==> src/rtl/srtf_job_scheduler_macros.svh <==
// assertion macros of the scheduler rtl
`ifndef SRTF_JOB_SCHEDULER_MACROS_SVH
`define SRTF_JOB_SCHEDULER_MACROS_SVH

// same-cycle implication, checked on every rising clock outside reset
`define SRTF_ASSERT_IMP(lbl, ante, cons, msg) \
   lbl: assert property (@(posedge clock) disable iff (reset) (ante) |-> (cons)) \
      else $error(msg);

// next-cycle implication, checked on every rising clock outside reset
`define SRTF_ASSERT_NEXT(lbl, ante, cons, msg) \
   lbl: assert property (@(posedge clock) disable iff (reset) (ante) |=> (cons)) \
      else $error(msg);

`endif

==> src/rtl/srtf_pkg.sv <==
// shared constants and types of the srtf job scheduler
`timescale 1ns / 1ps

package srtf_pkg;

   localparam int DEF_MAX_JOBS  = 16;
   localparam int DEF_TIME_BITS = 16;

   // fixed field widths on the stream ports
   localparam int SLOT_W  = 4;
   localparam int FIELD_W = 16;

   // req_tuser codes
   localparam logic ACT_LOAD = 1'b0;
   localparam logic ACT_TICK = 1'b1;

   // control from the sequencer to every slot cell
   typedef struct packed {
      logic load_en;
      logic scan_en;
      logic dec_en;
      logic inc_valid;
   } cell_ctrl_type;

endpackage

==> src/rtl/srtf_cell.sv <==
// one job slot of the scheduler chain: slot state and one compare stage of the scan
`timescale 1ns / 1ps

module srtf_cell
   import srtf_pkg::*;
#(
   parameter int MAX_JOBS  = DEF_MAX_JOBS,
   parameter int TIME_BITS = DEF_TIME_BITS,
   parameter int CELL_IDX  = 0,
   localparam int IDX_W    = $clog2(MAX_JOBS)
) (
   input  logic                 clock,
   input  logic                 reset,
   input  cell_ctrl_type        ctrl,
   input  logic [SLOT_W-1:0]    load_slot,
   input  logic [TIME_BITS-1:0] load_burst,
   input  logic [TIME_BITS-1:0] load_arrival,
   input  logic [IDX_W-1:0]     dec_slot,
   input  logic [IDX_W-1:0]     inc_slot,
   input  logic [TIME_BITS-1:0] now,
   input  logic                 found_i,
   input  logic [IDX_W-1:0]     pick_i,
   input  logic [TIME_BITS-1:0] best_i,
   input  logic [TIME_BITS-1:0] burst_i,
   input  logic [TIME_BITS-1:0] arr_i,
   input  logic [1:0]           nz_i,
   output logic                 found_o,
   output logic [IDX_W-1:0]     pick_o,
   output logic [TIME_BITS-1:0] best_o,
   output logic [TIME_BITS-1:0] burst_o,
   output logic [TIME_BITS-1:0] arr_o,
   output logic [1:0]           nz_o
);

   logic [TIME_BITS-1:0] rem_ff, rem_in;
   logic [TIME_BITS-1:0] burst_ff, burst_in;
   logic [TIME_BITS-1:0] arr_ff, arr_in;

   logic                 found_ff, found_in;
   logic [IDX_W-1:0]     pick_ff, pick_in;
   logic [TIME_BITS-1:0] best_ff, best_in;
   logic [TIME_BITS-1:0] cburst_ff, cburst_in;
   logic [TIME_BITS-1:0] carr_ff, carr_in;
   logic [1:0]           nz_ff, nz_in;

   logic load_hit, dec_hit, eligible, is_inc, take;

   assign load_hit = ctrl.load_en && (int'(load_slot) == CELL_IDX);
   assign dec_hit  = ctrl.dec_en && (dec_slot == IDX_W'(CELL_IDX));
   assign eligible = (arr_ff <= now) && (rem_ff != '0);
   assign is_inc   = ctrl.inc_valid && (inc_slot == IDX_W'(CELL_IDX));
   // the incumbent wins ties, otherwise the lower slot already carried wins
   assign take     = eligible &&
                     (!found_i || (rem_ff < best_i) || ((rem_ff == best_i) && is_inc));

   always_comb begin
      rem_in   = rem_ff;
      burst_in = burst_ff;
      arr_in   = arr_ff;
      if (load_hit) begin
         rem_in   = load_burst;
         burst_in = load_burst;
         arr_in   = load_arrival;
      end else if (dec_hit) begin
         rem_in = rem_ff - 1'b1;
      end
   end

   always_comb begin
      found_in  = found_ff;
      pick_in   = pick_ff;
      best_in   = best_ff;
      cburst_in = cburst_ff;
      carr_in   = carr_ff;
      nz_in     = nz_ff;
      if (ctrl.scan_en) begin
         if (take) begin
            found_in  = 1'b1;
            pick_in   = IDX_W'(CELL_IDX);
            best_in   = rem_ff;
            cburst_in = burst_ff;
            carr_in   = arr_ff;
         end else begin
            found_in  = found_i;
            pick_in   = pick_i;
            best_in   = best_i;
            cburst_in = burst_i;
            carr_in   = arr_i;
         end
         // count of busy slots so far, saturating at two
         if (rem_ff != '0) begin
            nz_in = (nz_i == 2'd0) ? 2'd1 : 2'd2;
         end else begin
            nz_in = nz_i;
         end
      end
   end

   always_ff @(posedge clock) begin
      if (reset) begin
         rem_ff    <= '0;
         burst_ff  <= '0;
         arr_ff    <= '0;
         found_ff  <= 1'b0;
         pick_ff   <= '0;
         best_ff   <= '0;
         cburst_ff <= '0;
         carr_ff   <= '0;
         nz_ff     <= 2'd0;
      end else begin
         rem_ff    <= rem_in;
         burst_ff  <= burst_in;
         arr_ff    <= arr_in;
         found_ff  <= found_in;
         pick_ff   <= pick_in;
         best_ff   <= best_in;
         cburst_ff <= cburst_in;
         carr_ff   <= carr_in;
         nz_ff     <= nz_in;
      end
   end

   assign found_o = found_ff;
   assign pick_o  = pick_ff;
   assign best_o  = best_ff;
   assign burst_o = cburst_ff;
   assign arr_o   = carr_ff;
   assign nz_o    = nz_ff;

endmodule
==> config.mk <==
export PLATFORM = sky130hd
export DESIGN_NAME = srtf_cell
export DESIGN_NICKNAME = d
export VERILOG_FILES = /design/src/rtl/srtf_job_scheduler_macros.svh /design/src/rtl/srtf_pkg.sv /design/src/rtl/srtf_cell.sv
export SDC_FILE = /design/constraint.sdc
export NUM_CORES = 1
export LEC_CHECK = 0
export BUFFER_PORTS_ARGS = -buffer_cell sky130_fd_sc_hd__buf_2
export CORE_MARGIN = 1.5
export CORE_UTILIZATION = 40
export DETAILED_ROUTE_END_ITERATION = 6
export PLACE_DENSITY = 0.66
export SLEW_MARGIN = 5
export SYNTH_ARGS = -nofsm -noshare
export SYNTH_HDL_FRONTEND = slang
export SYNTH_SLANG_ARGS = --single-unit
==> constraint.sdc <==
create_clock -name clock -period 3.15 [get_ports clock]
set_input_delay 0.1575 -clock clock [delete_from_list [all_inputs] [get_ports clock]]
set_output_delay 0.1575 -clock clock [all_outputs]
set_load 0.01 [all_outputs]
==> results.ini <==
[status]
status = complete, no violations

[grt]
grt_pass1_wl_mm = 25.96
first_global_vias = 5335
grt_max_degree = 111
gr-total-overflow = 0
antenna_found_initial = 0
track_usage_pct = 22.76

[yosys]
syn_nets = 821
ys_ff_latch = 103
synth.distinct_cells = 41
synth.avg_cell_area_sq_um = 7.965
synthCells = 667
synth-seq-area-share_pct = 38.81
synth_ff_type = dfxtp_1
syn_area_sq_um = 5313
synth_edf_count = 0
async_flop_share_pct = 0
yosys_warnings = 0

[floorplan]
num_io_pins = 176
dieArea_sq_um = 13980
die_h_microns = 118.2
rows = 41
die_w_microns = 118.2
start_util_pct = 41.59
design.core.area_sq_um = 12770

[worst_setup_path]
path_class = register to register
rr_startpoint = rem_ff[1]
critPathLaunchType = register
cp_data_required_time_ps = 3400
endpoint_kind = register
timing.rr.end = arr_o[13]
reg2reg_slack_ps = 460
reg2regPathDepth = 9
cp_max_fo = 16
cp.arrival_ps = 2950

[routing]
routed_wl_mm = 15.84
vias = 5417
drt-vias-per-instance = 5.483
dr.first_iter.drc_count = 331
drc = 0
drt-pass1-iter-count = 4
wire_per_inst_microns = 16.03
ant_nets = 0

[power_and_ir_drop]
power.leakage_nw = 2.788
power.total_mw = 3.199
p_sw_share_pct = 30.82
vdd_drop_max_uv = 294.7
internal_power_mw = 2.213
p_per_area_nw_per_um2 = 483.9
netSwitchingPower_mw = 0.9859
power.share.clock_pct = 34.0
pwr-share-seq_pct = 44.5
comb_power_share_pct = 21.5

[clock_tree]
clk_pin_slew_ps = 80
h-tree-depth = 3
cts_made_buffers = 9
root_buffer = clkbuf_16
cts_resized = 0
cts_hold_buf = 0
cts_setup_buffers = 0
cts_tree = yes
clk_path_buf_depth = 2
clock_sinks = 103
insertion_delay_ps = 350

[layout]
num-nets-final = 965
instances_no_fill = 988
layout-drive-gt1-share_pct = 26.23
syn2layout_area_growth_pct = 24.45
n_antenna_cell = 0

[timing]
hold_viol = 0
maxSlewViolCount = 0
relSlewSlack_pct = 28.63
hold_slack_ps = 40.30
max_freq_mhz = 371.3
fin_crit_ps = 2693
timing.final.crit_share_pct = 85.50
skew_ps = 13.64
setup_viol = 0
tightest_slew_ps = 1070
final.setup.tns_ps = 0
grt_setup_unrepaired = false

[placement]
gp_congestion = 0.9056
portBuffers = 175
dp_cells = 972
hpwl_mm = 11.48

[worst_hold_path]
hold_class = input port to register
whs_path_depth = 3
whs_endpoint = arr_ff[9]
hp-start = load_arrival[9]

[run]
max_cap_viol_count = 0

[area by class of cell]
type / count / area (sq um)
Fill cell: 1248 / 6162
Multi-Input combinational cell: 476 / 2902
Sequential cell: 103 / 2062
Timing Repair Buffer: 188 / 1028
Clock buffer: 10 / 229.0
Tap cell: 172 / 215.2
Inverter: 33 / 123.9
Clock inverter: 6 / 51.30
[cells in the mapped netlist (2+ instances only)]
| library cell | number | area (sq um) |
|---|---|---|
| or3_1 | 2 | 12.51 |
| nor3_1 | 6 | 30.03 |
| buf_6 | 2 | 22.52 |
| clkbuf_2 | 6 | 30.03 |
| buf_4 | 2 | 15.01 |
| o21ai_1 | 5 | 25.02 |
| a21oi_1 | 55 | 275.3 |
| inv_1 | 33 | 123.9 |
| a211oi_1 | 12 | 90.09 |
| dfxtp_1 | 103 | 2062 |
| o21ai_0 | 49 | 245.2 |
| nor2b_1 | 2 | 12.51 |
| nand2_1 | 80 | 300.3 |
| nor2_1 | 69 | 259.0 |
| nand4_1 | 9 | 56.30 |
| nor4b_1 | 2 | 17.52 |
| a311oi_1 | 49 | 429.2 |
| ha_1 | 33 | 412.9 |
| nand2b_1 | 6 | 37.54 |
| xnor2_1 | 13 | 113.9 |
| clkbuf_1 | 38 | 142.6 |
| a31o_2 | 2 | 17.52 |
| nand3_1 | 51 | 255.2 |
| and3_1 | 2 | 12.51 |
| o211ai_1 | 7 | 52.55 |
| buf_2 | 7 | 35.03 |
| nor4_1 | 8 | 50.05 |
[metal layers]
layer | global-route usage (%) | up-vias | wire length, microns
li1 | - | 2682 | -
met1 | 30.52 | 2498 | 7139
met2 | 36.70 | 201 | 7269
met3 | 3.571 | 36 | 992
met4 | 8.765 | 0 | 437
met5 | 0 | - | 0
[worst max-delay path by stage]
stage / from / to / depth (start not counted)
floorplan: rem_ff[7] / best_o[15] / 7
global placement: arr_ff[15] / arr_o[15] / 8
detailed placement: arr_ff[15] / arr_o[13] / 8
CTS: arr_ff[15] / arr_o[13] / 8
global route: arr_ff[15] / burst_o[5] / 8
finish: rem_ff[1] / arr_o[13] / 9
[critical path, cell delays in order (launching register included)]
cell and delay (ps):
dfxtp_1 430, inv_1 90, ha_1 210, nor4b_1 170
and4_4 240, a2111oi_4 350, a31o_2 400, buf_4 280
nand3_1 110, a311oi_1 290
[sequential cells by signal, indices dropped and copies added, names as in the netlist]
signal / flops
arr_ff: 16
arr_o: 16
best_o: 16
burst_ff: 16
burst_o: 16
rem_ff: 16
pick_o: 4
nz_o: 2
found_o: 1
[through the flow]
step                      area (sq um)  util (%)  setup WS, ps
after floorplan                   5313         -         944.6
after global placement            6331     49.56         569.0
after detailed placement          6331     49.56         474.3
after CTS                         6611     51.76         466.4
after global routing              6611     51.76         177.1
final                             6611     51.76         456.8
[power groups by stage]
stage / clock [mW] / sequential, mW / combinational (mW)
floorplan: 0 / 1.48 / 0.397
global placement: 0 / 1.45 / 0.672
detailed placement: 0 / 1.45 / 0.690
CTS: 1.11 / 1.42 / 0.691
global route: 1.16 / 1.43 / 0.765
finish: 1.09 / 1.42 / 0.688
[cells in the final DEF, fill, tap and decap left out, types with 8 or more instances in the layout]
cell type | synthesis | layout
clkbuf_16 | 0 | 9
dfxtp_1 | 103 | 103
nor2_1 | 69 | 69
nand2_1 | 80 | 80
o21ai_0 | 49 | 49
inv_1 | 33 | 33
buf_2 | 7 | 173
nand3_1 | 51 | 50
a21oi_1 | 55 | 55
nand4_1 | 9 | 9
a211oi_1 | 12 | 12
a311oi_1 | 49 | 49
ha_1 | 33 | 33
xnor2_1 | 13 | 13
nor4_1 | 8 | 8
buf_4 | 2 | 11
[kinds of logic (layout without fill, tap and decap cells)]
group | count (synthesis) | count (layout) | share of synthesized area, %
AO/OA/AOI/OAI | 187 | 187 | 23.41
adder cells (fa/ha/maj) | 33 | 33 | 7.772
buffers and inverters | 88 | 237 | 6.948
XOR/XNOR | 14 | 14 | 2.308
AND/OR/NAND/NOR | 242 | 242 | 20.75
flip-flops | 103 | 103 | 38.81
No activity file was read; power rests on OpenSTA's default activity.
